$ cat config.mk
export PLATFORM = sky130hd
export DESIGN_NAME = float_exponential_unit_top
export DESIGN_NICKNAME = d
export VERILOG_FILES = /design/src/rtl/fexp_pkg.sv /design/src/rtl/float_exponential_unit_top.sv
export SDC_FILE = /design/constraint.sdc
export NUM_CORES = 2
export LEC_CHECK = 0
export BUFFER_PORTS_ARGS = -buffer_cell sky130_fd_sc_hd__buf_2
export CAP_MARGIN = 20
export CORE_MARGIN = 4
export CORE_UTILIZATION = 45
export CTS_BUF_LIST = sky130_fd_sc_hd__clkbuf_4
export DETAILED_ROUTE_END_ITERATION = 7
export GPL_ROUTABILITY_DRIVEN = 0
export HOLD_SLACK_MARGIN = 0.05
export SLEW_MARGIN = 20
export SYNTH_ARGS = -nofsm -noshare
export SYNTH_HDL_FRONTEND = slang
export SYNTH_SLANG_ARGS = --single-unit
$ cat constraint.sdc
create_clock -name aclk -period 13.9 [get_ports aclk]
set_input_delay 0.695 -clock aclk [delete_from_list [all_inputs] [get_ports aclk]]
set_output_delay 0.695 -clock aclk [all_outputs]
set_load 0.03 [all_outputs]
$ cat src/rtl/fexp_pkg.sv
// Package: constants and tables for the floating-point exp unit.
`default_nettype none
package fexp_pkg;
    localparam int XW = 25;
    localparam int FW = 26;
    localparam int YW = 18;
    localparam logic [FW-1:0] ONE_Q25 = 26'h2000000;
    localparam logic [FW-1:0] ALL_ONES = 26'h3FFFFFF;
    localparam logic [XW-1:0] INF_WORD = {2'b10, 1'b0, 8'hFF, 14'h0};
    localparam logic [7:0] EXP_HI = 8'd133;
    localparam logic [7:0] EXP_LO = 8'd104;
    localparam logic [7:0] EXP_BIAS = 8'd127;

    typedef logic [FW-1:0] fx_t;

    function automatic logic [11:0] kinv_hi(input logic [4:0] i);
        logic [11:0] t [32];
        t = '{12'h008, 12'h064, 12'h0C1, 12'h11D, 12'h179, 12'h1D6, 12'h232, 12'h28E,
              12'h2EB, 12'h347, 12'h3A3, 12'h400, 12'h45C, 12'h4B8, 12'h515, 12'h571,
              12'h5CD, 12'h62A, 12'h686, 12'h6E2, 12'h73F, 12'h79B, 12'h7F7, 12'h854,
              12'h8B0, 12'h90C, 12'h969, 12'h9C5, 12'hA21, 12'hA7E, 12'hADA, 12'hB36};
        return t[i];
    endfunction

    function automatic logic [6:0] kinv_lo(input logic [4:0] i);
        logic [6:0] t [32];
        t = '{7'h00, 7'h03, 7'h06, 7'h09, 7'h0C, 7'h0E, 7'h11, 7'h14,
              7'h17, 7'h1A, 7'h1D, 7'h20, 7'h23, 7'h26, 7'h28, 7'h2B,
              7'h2E, 7'h31, 7'h34, 7'h37, 7'h3A, 7'h3D, 7'h3F, 7'h42,
              7'h45, 7'h48, 7'h4B, 7'h4E, 7'h51, 7'h54, 7'h57, 7'h59};
        return t[i];
    endfunction

    // only the low 18 bits of K*ln2 matter
    function automatic logic [YW-1:0] kln_hi(input logic [4:0] i);
        logic [25:0] t [32];
        t = '{26'h0000000, 26'h0162E43, 26'h02C5C86, 26'h0428AC9, 26'h058B90C,
              26'h06EE74F, 26'h0851592, 26'h09B43D5, 26'h0B17218, 26'h0C7A05B,
              26'h0DDCE9E, 26'h0F3FCE1, 26'h10A2B24, 26'h1205967, 26'h13687AA,
              26'h14CB5ED, 26'h162E430, 26'h1791273, 26'h18F40B6, 26'h1A56EF9,
              26'h1BB9D3C, 26'h1D1CB7F, 26'h1E7F9C2, 26'h1FE2805, 26'h2145648,
              26'h22A848B, 26'h240B2CE, 26'h256E111, 26'h26D0F54, 26'h2833D97,
              26'h2996BDA, 26'h2AF9A1D};
        return t[i][YW-1:0];
    endfunction

    function automatic logic [YW-1:0] kln_lo(input logic [2:0] i);
        logic [23:0] t [8];
        t = '{24'h000000, 24'h02C5C8, 24'h058B91, 24'h085159,
              24'h0B1721, 24'h0DDCEA, 24'h10A2B2, 24'h13687B};
        return t[i][YW-1:0];
    endfunction

    // exp of Y bit weight, 1Q23 widened to 1Q25 (masked to 26 bits)
    function automatic fx_t ybit_exp(input logic [4:0] i);
        logic [23:0] t [YW];
        logic [25:0] w;
        t = '{24'h800020, 24'h800040, 24'h800080, 24'h800100, 24'h800200, 24'h800400,
              24'h800800, 24'h801001, 24'h802004, 24'h804010, 24'h808040, 24'h810101,
              24'h820405, 24'h84102B, 24'h88415B, 24'h910B02, 24'hA45AF2, 24'h4DA2CC};
        w = {t[i], 2'b00};
        return w;
    endfunction

    // truncated 1Q25 product
    function automatic fx_t mul_q25(input fx_t a, input fx_t b);
        logic [2*FW-1:0] p;
        p = {{FW{1'b0}}, a} * {{FW{1'b0}}, b};
        return p[2*FW-2:FW-1];
    endfunction
endpackage
`default_nettype wire

$ cat src/rtl/float_exponential_unit_top.sv
// Top level: pipelined exp(x) on a 25-bit float word.
// Throughput: one request per cycle while the result is not stalled by m_ready;
// each of 5 product-tree levels is a stage.
// A stall holds every stage in place; nothing is dropped or repeated.
// aresetn (synchronous, active low) clears all valid bits; data is not reset.
// Stages: decode/shift, K tables, Y, tree levels 1..5, pack.
`default_nettype none
module float_exponential_unit_top (
    input  wire logic        aclk,
    input  wire logic        aresetn,
    input  wire logic        s_valid,
    output logic             s_ready,
    input  wire logic [24:0] s_x_word,
    output logic             m_valid,
    input  wire logic        m_ready,
    output logic [24:0]      m_result_word,
    output logic [25:0]      m_fixed_mantissa,
    output logic signed [7:0] m_scale_power
);
    localparam int NS = 9;
    logic [NS-1:0] v_reg;
    logic          adv;
    assign adv     = !v_reg[NS-1] || m_ready;
    assign s_ready = adv;
    assign m_valid = v_reg[NS-1];

    always_ff @(posedge aclk) begin
        if (!aresetn) begin
            v_reg <= '0;
        end else if (adv) begin
            v_reg <= {v_reg[NS-2:0], s_valid};
        end
    end

    // stage 1: classify and shift to fixed point
    logic [7:0]  e_in;
    logic [24:0] ux_next;
    logic [18:0] base;
    assign e_in = s_x_word[21:14];
    assign base = {1'b1, s_x_word[13:0], 4'b0};
    always_comb begin
        if (e_in >= fexp_pkg::EXP_BIAS) begin
            ux_next = {6'b0, base} << 3'(e_in - fexp_pkg::EXP_BIAS);
        end else begin
            ux_next = {6'b0, base} >> 5'(fexp_pkg::EXP_BIAS - e_in);
        end
    end
    logic [24:0] ux1_reg;
    logic        neg1_reg, spec1_reg;
    logic [25:0] sfx1_reg;
    always_ff @(posedge aclk) begin
        if (adv) begin
            ux1_reg   <= ux_next;
            neg1_reg  <= s_x_word[22];
            spec1_reg <= (e_in > fexp_pkg::EXP_HI) || (e_in < fexp_pkg::EXP_LO);
            if (e_in > fexp_pkg::EXP_HI) begin
                sfx1_reg <= s_x_word[22] ? '0 : fexp_pkg::ALL_ONES;
            end else begin
                sfx1_reg <= fexp_pkg::ONE_Q25;
            end
        end
    end

    // stage 2: K from the 1/ln2 tables
    logic [12:0] ksum;
    assign ksum = {1'b0, fexp_pkg::kinv_hi(ux1_reg[24:20])}
                + {6'b0, fexp_pkg::kinv_lo(ux1_reg[19:15])};
    logic [7:0]  kabs2_reg;
    logic [17:0] lo2_reg;
    logic        neg2_reg, spec2_reg;
    logic [25:0] sfx2_reg;
    always_ff @(posedge aclk) begin
        if (adv) begin
            kabs2_reg <= ksum[11:4];
            lo2_reg   <= ux1_reg[17:0];
            neg2_reg  <= neg1_reg;
            spec2_reg <= spec1_reg;
            sfx2_reg  <= sfx1_reg;
        end
    end

    // stage 3: Y = x - K*ln2 and signed K
    logic [17:0] kl, y;
    logic [6:0]  k7;
    assign kl = fexp_pkg::kln_hi(kabs2_reg[7:3]) + fexp_pkg::kln_lo(kabs2_reg[2:0]);
    assign y  = neg2_reg ? (kl - lo2_reg) : (lo2_reg - kl);
    assign k7 = kabs2_reg[6:0];
    logic [17:0] y3_reg;
    logic [7:0]  k3_reg;
    logic        spec3_reg;
    logic [25:0] sfx3_reg;
    always_ff @(posedge aclk) begin
        if (adv) begin
            y3_reg    <= y;
            spec3_reg <= spec2_reg;
            sfx3_reg  <= sfx2_reg;
            if (spec2_reg) begin
                k3_reg <= '0;
            end else begin
                k3_reg <= neg2_reg ? 8'(-{1'b0, k7}) : {1'b0, k7};
            end
        end
    end

    // product tree: levels of 9,5,3,2,1 nodes
    fexp_pkg::fx_t l1_val_reg [9];
    logic [8:0]    l1_ok_reg;
    fexp_pkg::fx_t l2_val_reg [5];
    logic [4:0]    l2_ok_reg;
    fexp_pkg::fx_t l3_val_reg [3];
    logic [2:0]    l3_ok_reg;
    fexp_pkg::fx_t l4_val_reg [2];
    logic [1:0]    l4_ok_reg;
    fexp_pkg::fx_t l5_val_reg;
    logic          l5_ok_reg;
    logic [7:0]    kp_reg [5];
    logic          sp_reg [5];
    logic [25:0]   sf_reg [5];
    logic          yz_reg [5];

    always_ff @(posedge aclk) begin
        if (adv) begin
            for (int i = 0; i < 9; i++) begin
                l1_ok_reg[i] <= y3_reg[2*i] | y3_reg[2*i+1];
                if (y3_reg[2*i] && y3_reg[2*i+1]) begin
                    l1_val_reg[i] <= fexp_pkg::mul_q25(fexp_pkg::ybit_exp(5'(2*i)),
                                                       fexp_pkg::ybit_exp(5'(2*i+1)));
                end else if (y3_reg[2*i]) begin
                    l1_val_reg[i] <= fexp_pkg::ybit_exp(5'(2*i));
                end else begin
                    l1_val_reg[i] <= fexp_pkg::ybit_exp(5'(2*i+1));
                end
            end
            for (int i = 0; i < 4; i++) begin
                l2_ok_reg[i] <= l1_ok_reg[2*i] | l1_ok_reg[2*i+1];
                if (l1_ok_reg[2*i] && l1_ok_reg[2*i+1]) begin
                    l2_val_reg[i] <= fexp_pkg::mul_q25(l1_val_reg[2*i], l1_val_reg[2*i+1]);
                end else if (l1_ok_reg[2*i]) begin
                    l2_val_reg[i] <= l1_val_reg[2*i];
                end else begin
                    l2_val_reg[i] <= l1_val_reg[2*i+1];
                end
            end
            l2_ok_reg[4]  <= l1_ok_reg[8];
            l2_val_reg[4] <= l1_val_reg[8];
            for (int i = 0; i < 2; i++) begin
                l3_ok_reg[i] <= l2_ok_reg[2*i] | l2_ok_reg[2*i+1];
                if (l2_ok_reg[2*i] && l2_ok_reg[2*i+1]) begin
                    l3_val_reg[i] <= fexp_pkg::mul_q25(l2_val_reg[2*i], l2_val_reg[2*i+1]);
                end else if (l2_ok_reg[2*i]) begin
                    l3_val_reg[i] <= l2_val_reg[2*i];
                end else begin
                    l3_val_reg[i] <= l2_val_reg[2*i+1];
                end
            end
            l3_ok_reg[2]  <= l2_ok_reg[4];
            l3_val_reg[2] <= l2_val_reg[4];
            l4_ok_reg[0] <= l3_ok_reg[0] | l3_ok_reg[1];
            if (l3_ok_reg[0] && l3_ok_reg[1]) begin
                l4_val_reg[0] <= fexp_pkg::mul_q25(l3_val_reg[0], l3_val_reg[1]);
            end else if (l3_ok_reg[0]) begin
                l4_val_reg[0] <= l3_val_reg[0];
            end else begin
                l4_val_reg[0] <= l3_val_reg[1];
            end
            l4_ok_reg[1]  <= l3_ok_reg[2];
            l4_val_reg[1] <= l3_val_reg[2];
            l5_ok_reg <= l4_ok_reg[0] | l4_ok_reg[1];
            if (l4_ok_reg[0] && l4_ok_reg[1]) begin
                l5_val_reg <= fexp_pkg::mul_q25(l4_val_reg[0], l4_val_reg[1]);
            end else if (l4_ok_reg[0]) begin
                l5_val_reg <= l4_val_reg[0];
            end else begin
                l5_val_reg <= l4_val_reg[1];
            end
            // side data travels with the tree
            kp_reg[0] <= k3_reg;
            sp_reg[0] <= spec3_reg;
            sf_reg[0] <= sfx3_reg;
            yz_reg[0] <= (y3_reg == '0);
            for (int i = 1; i < 5; i++) begin
                kp_reg[i] <= kp_reg[i-1];
                sp_reg[i] <= sp_reg[i-1];
                sf_reg[i] <= sf_reg[i-1];
                yz_reg[i] <= yz_reg[i-1];
            end
        end
    end

    // final stage: select, normalize and pack
    fexp_pkg::fx_t fx;
    logic [4:0]    lz;
    logic signed [10:0] ef;
    fexp_pkg::fx_t norm;
    logic [24:0]   word;
    always_comb begin
        if (sp_reg[4]) begin
            fx = sf_reg[4];
        end else if (yz_reg[4] || !l5_ok_reg) begin
            fx = fexp_pkg::ONE_Q25;
        end else begin
            fx = l5_val_reg;
        end
        lz = '0;
        for (int i = 0; i < 26; i++) begin
            if (fx[i]) begin
                lz = 5'(25 - i);
            end
        end
        ef   = 11'(signed'(kp_reg[4])) + 11'sd127 - signed'({6'b0, lz});
        norm = fx << lz;
        // fixed-point zero and all ones win over the exponent clamp
        if (fx == '0) begin
            word = '0;
        end else if (fx == fexp_pkg::ALL_ONES) begin
            word = fexp_pkg::INF_WORD;
        end else if (ef <= 0) begin
            word = '0;
        end else if (ef >= 255) begin
            word = fexp_pkg::INF_WORD;
        end else begin
            word = {2'b01, 1'b0, ef[7:0], norm[24:11]};
        end
    end

    logic [24:0] rw_reg;
    logic [25:0] fm_reg;
    logic [7:0]  sc_reg;
    always_ff @(posedge aclk) begin
        if (adv) begin
            rw_reg <= word;
            fm_reg <= fx;
            sc_reg <= kp_reg[4];
        end
    end
    assign m_result_word    = rw_reg;
    assign m_fixed_mantissa = fm_reg;
    assign m_scale_power    = signed'(sc_reg);

    // checks
    a_stall_hold: assert property (@(posedge aclk) disable iff (!aresetn)
        (m_valid && !m_ready) |=> (m_valid && $stable(m_result_word)))
        else $error("result changed under stall");
    a_ready: assert property (@(posedge aclk) disable iff (!aresetn)
        (!m_valid) |-> s_ready)
        else $error("input blocked with empty output");
    a_sign: assert property (@(posedge aclk) disable iff (!aresetn)
        m_valid |-> !m_result_word[22])
        else $error("negative exp result");
endmodule
`default_nettype wire

-- Word level (Yosys, flattened, before mapping)
Memory sizes are Yosys's and may differ from the RTL's.
Cells that the tools add are included.
- add/subtract/negate cells: 9
- $mul: 8
- div/mod/pow operators: 0
- $lt $le $gt $ge: 9
- equality and inequality tests: 1
- shift operators: 3
- muxes and demuxes: 255
- bitwise operators: 54
- reductions and logical operators: 27
- operator list (operator ; number):
    2-to-1 mux 26 bit ; 37
    multiplier 26 x 26 -> 51 bit ; 8
    2-to-1 mux 1 bit ; 178
    2-to-1 mux 5 bit ; 26
    2-to-1 mux 25 bit ; 4
    2-to-1 mux 18 bit ; 5
    OR 1 bit ; 49
    subtractor 18 bit ; 2
    == test 26 bit (second input constant) ; 1
    zero test 26 bit ; 1
    left shift 26 x 5 -> 25 bit ; 1
    left shift 19 x 3 -> 25 bit ; 1
    right shift 19 x 5 -> 25 bit ; 1
    2-to-1 mux 12 bit ; 2
    2-to-1 mux 7 bit ; 3
    adder 18 bit ; 1
    greater-or-equal comparator 6 bit (second input constant) ; 3
    zero test 18 bit ; 1
    inverter 5 -> 6 bit ; 3
    logical AND 1 bit ; 17
    adder 12 x 7 -> 12 bit ; 1
    greater-or-equal comparator 10 x 9 -> 1 bit (second input constant) ; 1
    less-or-equal comparator 10 x 1 -> 1 bit (second input constant) ; 1
    subtractor 9 x 6 -> 10 bit ; 1
    other kinds (15) ; 18
- flip-flop bits (word level): 274
- latch bits: 0
- bits in writable memories: 674
- bits in read-only memories: 1632
- input bits: 29
- word-level logic and storage cells: 404
- memories: 12
- memory list (name ; depth ; width ; rd ports ; clocked after Yosys merged registers in ; wr ports ; RTL line ; source):
    (no name shown) ; 32 ; 26 ; 1 ; 0 ; 0 ; fexp_pkg.sv:44 ; return t[i][YW-1:0];
    (no name shown) ; 32 ; 12 ; 1 ; 0 ; 0 ; fexp_pkg.sv:22 ; return t[i];
    l1_val_reg ; 9 ; 26 ; 9 ; 0 ; 9 ; float_exponential_unit_top.sv:106 ; fexp_pkg::fx_t l1_val_reg [9];
    (no name shown) ; 32 ; 7 ; 1 ; 0 ; 0 ; fexp_pkg.sv:31 ; return t[i];
    (no name shown) ; 8 ; 24 ; 1 ; 0 ; 0 ; fexp_pkg.sv:51 ; return t[i][YW-1:0];
    l2_val_reg ; 5 ; 26 ; 5 ; 0 ; 5 ; float_exponential_unit_top.sv:108 ; fexp_pkg::fx_t l2_val_reg [5];
    6 more memories ; - ; - ; - ; - ; - ; - ;

-- Depth between registers and ports, before layout
- word-level depth: 35
- depth in mapped cells: 28
- gate-level depth less buffers: 26

-- Worst setup path before layout
Ideal clock, no wire load.
- kind: input port to flip-flop
- from: input port m_ready
- to: memory l1_val_reg[8][16] (netlist bit) (data pin)
- setup time: 190 ps
- arrival time: 9571 ps
- data required time: 13710 ps
- setup slack: 4139 ps
- cell stages on the path: 5
- path buffers: 2
- path through: nor2b_1 -> clkinv_1 -> clkbuf_1 -> buf_1 -> and3_1
- RTL lines (what ; RTL line ; source):
    start: declaration ; float_exponential_unit_top.sv:15 ; input wire logic m_ready,
    end: declaration ; float_exponential_unit_top.sv:106 ;

==> summary.md <==
| Metric | Value |
|---|---|
| Hold Crit Class | `in -> reg` |
| Vias per inst | `5.27` |
| Ys async rst share | `0%` |
| Row Count | `155` |
| Slowest stage delay, CP | `a little under 0.8 ns` |
| Status | `finished, final reports clean` |
| Top-count cell post-synth | `inv_1` |
| WP data arrival | `9.24 ns` |
| ANT nets after route | `0` |
| Final setup fails | `0` |
| Synth Instances | `roughly 8k` |
| First-pass GRT wire length | `between 300,000 and 400,000 um` |
| Critical path fanouts, max | `9` |
| First-pass DRT Iterations | `5` |
| Leading area contributor after synthesis | `fa_1` |
| Synthesis-to-finish area growth | `5.50%` |
| Post-route setup TNS | `0 ns` |
| Clock sink total | `436` |
| Reg-to-reg endpoint | `l5_val_reg[24]` |
| TritonCTS clock tree | `yes` |
| Max_slew headroom | `23.5%` |
| Clock Pin Slew Worst Setup and Hold Paths | `0.06 ns` |
| Crit path buffers/inverters | `4` |
| Port Buffers | `86` |
| TritonCTS Buffers | `111` |
| Cell area after technology mapping | `81,100 um^2` |
| Endpoints failing hold | `0` |
| Period minus WS final | `8.62 ns` |
| EDFF count, synth | `approximately 430` |
| Overflow after GRT | `0` |
| Die area | `~190,000 um^2` |
| Final Cycle Share | `approximately 62%` |
| Setup CP Type | `reg -> reg` |
| Share of cells above drive strength 1 | `5.47%` |
| FMAX | `0.116 GHz` |
| Type of origin of the critical path | `flip-flop` |
| Via count | `56.4k` |
| Netlist cell types | `between 100 and 150` |
| Post-route non-filler standard cell count | `10.7k` |
| Placed Cells | `between 10k and 15k` |
| Ys flop type | `edfxtp_1` |
| Synthesized area per cell | `between 9 and 10 um^2` |
| Initial DRC Count | `3,651` |
| Die Y-Extent | `approximately 430 um` |
| Synthesized Nets | `10.8k` |
| Max reg flops | `62` |
| Gr usage total | `22.0%` |
| Top cells by count, synth | `1,971 x inv_1, 1,371 x fa_1, 1,127 x ha_1, 752 x nand2_1, 552 x and2_1` |
| Worst Setup End Kind | `flip-flop` |
| Synth area leaders | `fa_1 34%, ha_1 17%, edfxtp_1 16%` |
| Cells on worst reg2reg path | `22` |
| DR WL/cell | `18.8 um` |
| Nets | `10.8k` |
| Initial antenna violation count | `4` |
| Initial Util | `45.3%` |
| Unrepaired setup endpoints after global routing | `false` |
| CP Cell Sequence | `and2_1 -> fa_1 -> inv_1 -> fa_1 -> fa_1 -> inv_1 -> fa_1 -> inv_1 -> fa_1 -> fa_1 -> inv_1 -> fa_1 -> ha_1 -> and4_1 -> a221oi_1 -> o211ai_1 -> a311oi_2 -> o211ai_1 -> a31oi_1 -> o21bai_1 -> xnor2_1 -> o31ai_1` |
| Synth Register Bits | `436` |
| Reg2reg start | `l4_val_reg[0][7]` |
| Die X | `approximately 430 um` |
| Worst Tran Pin Value | `1.15 ns` |
| H-Tree Depth | `3` |
| Fill count | `between 15k and 20k` |
| WHS Endpoint | `spec1_reg` |
| Core Area | `179,000 um^2` |
| Final HPWL DP | `between 150,000 and 200,000 um` |
| Root Driver | `clkbuf_4` |
| Clock Skew | `0.0576 ns` |
| Cell mode on critical path | `fa_1` |
| Largest net degree at the start of global routing | `roughly 160` |
| Required time of the critical path | `14.52 ns` |
| Top cell type's share of synthesized area | `33.9%` |
| IO Pins | `90` |
| Sequential-to-total area share from yosys stat | `16.0%` |
| Hold_sp | `s_x_word[21]` |
| Total wire length | `201,000 um` |
| Maxcap violations | `0` |
| CP delay by family, top | `adder cells` |
| Critical-path cell with the highest stage delay | `a221oi_1` |
| Max Root-Sink Buffers | `3` |
| Max Slew Vio Count | `0` |
| Vias in the first global route | `just over 60k` |
| Syn. warnings | `0` |
| Hold path cells | `2` |
| Register-to-Register Setup Slack | `between 5 and 6 ns` |
| Worst-skew pair later-pin latency | `0.91 ns` |
| DRC violations left | `0` |
[worst max path at each step]
stage,depth (start not counted),start,end
finish,22,l4_val_reg[0][7],l5_val_reg[24]
global route,23,l4_val_reg[0][50],l5_val_reg[19]
CTS,22,l4_val_reg[0][7],l5_val_reg[19]
detailed placement,21,l4_val_reg[0][50],l5_val_reg[19]
global placement,22,l4_val_reg[0][7],l5_val_reg[19]
floorplan,5,m_ready,l1_val_reg[8][16]
[layout by cell type (no fill, tap or decap), types with 17 or more instances in the layout]
master and count:
nand4_1 34, nand3_1 64, o21a_1 29, inv_1 1971, nor2_1 221, o21bai_1 31
nor2b_1 44, xnor2_1 102, nor3_1 55, xor2_1 51, a31oi_1 43, clkinv_1 21
nand2b_1 41, and2_1 552, nand2_1 752, fa_1 1371, a21o_1 87, edfxtp_1 425
mux2i_1 78, nand3b_1 20, a21oi_1 238, o211ai_1 26, o21ai_0 171, or3_1 17
a211oi_1 37, ha_1 1127, o31ai_1 19, buf_4 80, or2_2 26, buf_2 86
mux2_2 25, and3_1 29, clkbuf_4 153, o22ai_1 28
[cells by family after synthesis]
logic type | after synthesis | synth area share [%]
compound gates | 870 | 7.03
xor+xnor | 153 | 1.65
fa+ha+maj | 2498 | 51.3
buf+inv | 2248 | 10.5
flops | 436 | 16.0
mux | 117 | 1.69
other cells | 1 | 0.00463
simple gates | 1923 | 11.9
[layout make-up]
class | instances | area, um^2 | share of cell area, %
Sequential cell | 436 | 13000 | 15.2
Clock inverter | 34 | 262 | 0.306
Multi-Input combinational cell | 5562 | 59600 | 69.7
Inverter | 1979 | 7440 | 8.70
Clock buffer | 153 | 1150 | 1.34
Timing Repair Buffer | 172 | 1110 | 1.29
Antenna cell | 8 | 20.0 | 0.0234
Tap cell | 2355 | 2950 | 3.45
[metal layers]
metal	vias to the layer above	GRT usage (%)	routed length (um)
met4	4	5.32	4630
met5	-	0	21
met3	282	3.15	11900
met2	1547	37.0	96000
met1	28553	30.2	88100
li1	25978	-	-
[through the flow]
stage	hold WS [ns]	utilization (%)	setup WS, ns	area (um^2)
after global placement	0.400	47.0	5.29	84000
final	0.176	47.8	5.28	85500
after detailed placement	0.405	47.0	5.28	84000
after global routing	0.0630	47.8	4.87	85500
after floorplan	0.400	-	4.14	81100
after CTS	0.0733	47.8	5.25	85500
[timing repair]
action,in CTS,in global routing
hold endpoints to repair,12,0
gates resized for setup,0,0
buffers inserted,0,0
hold buffers,4,0
Power is left out: the tool's default activity adds up to more than one toggle a clock period on the data nets, which glitch-free logic cannot reach.
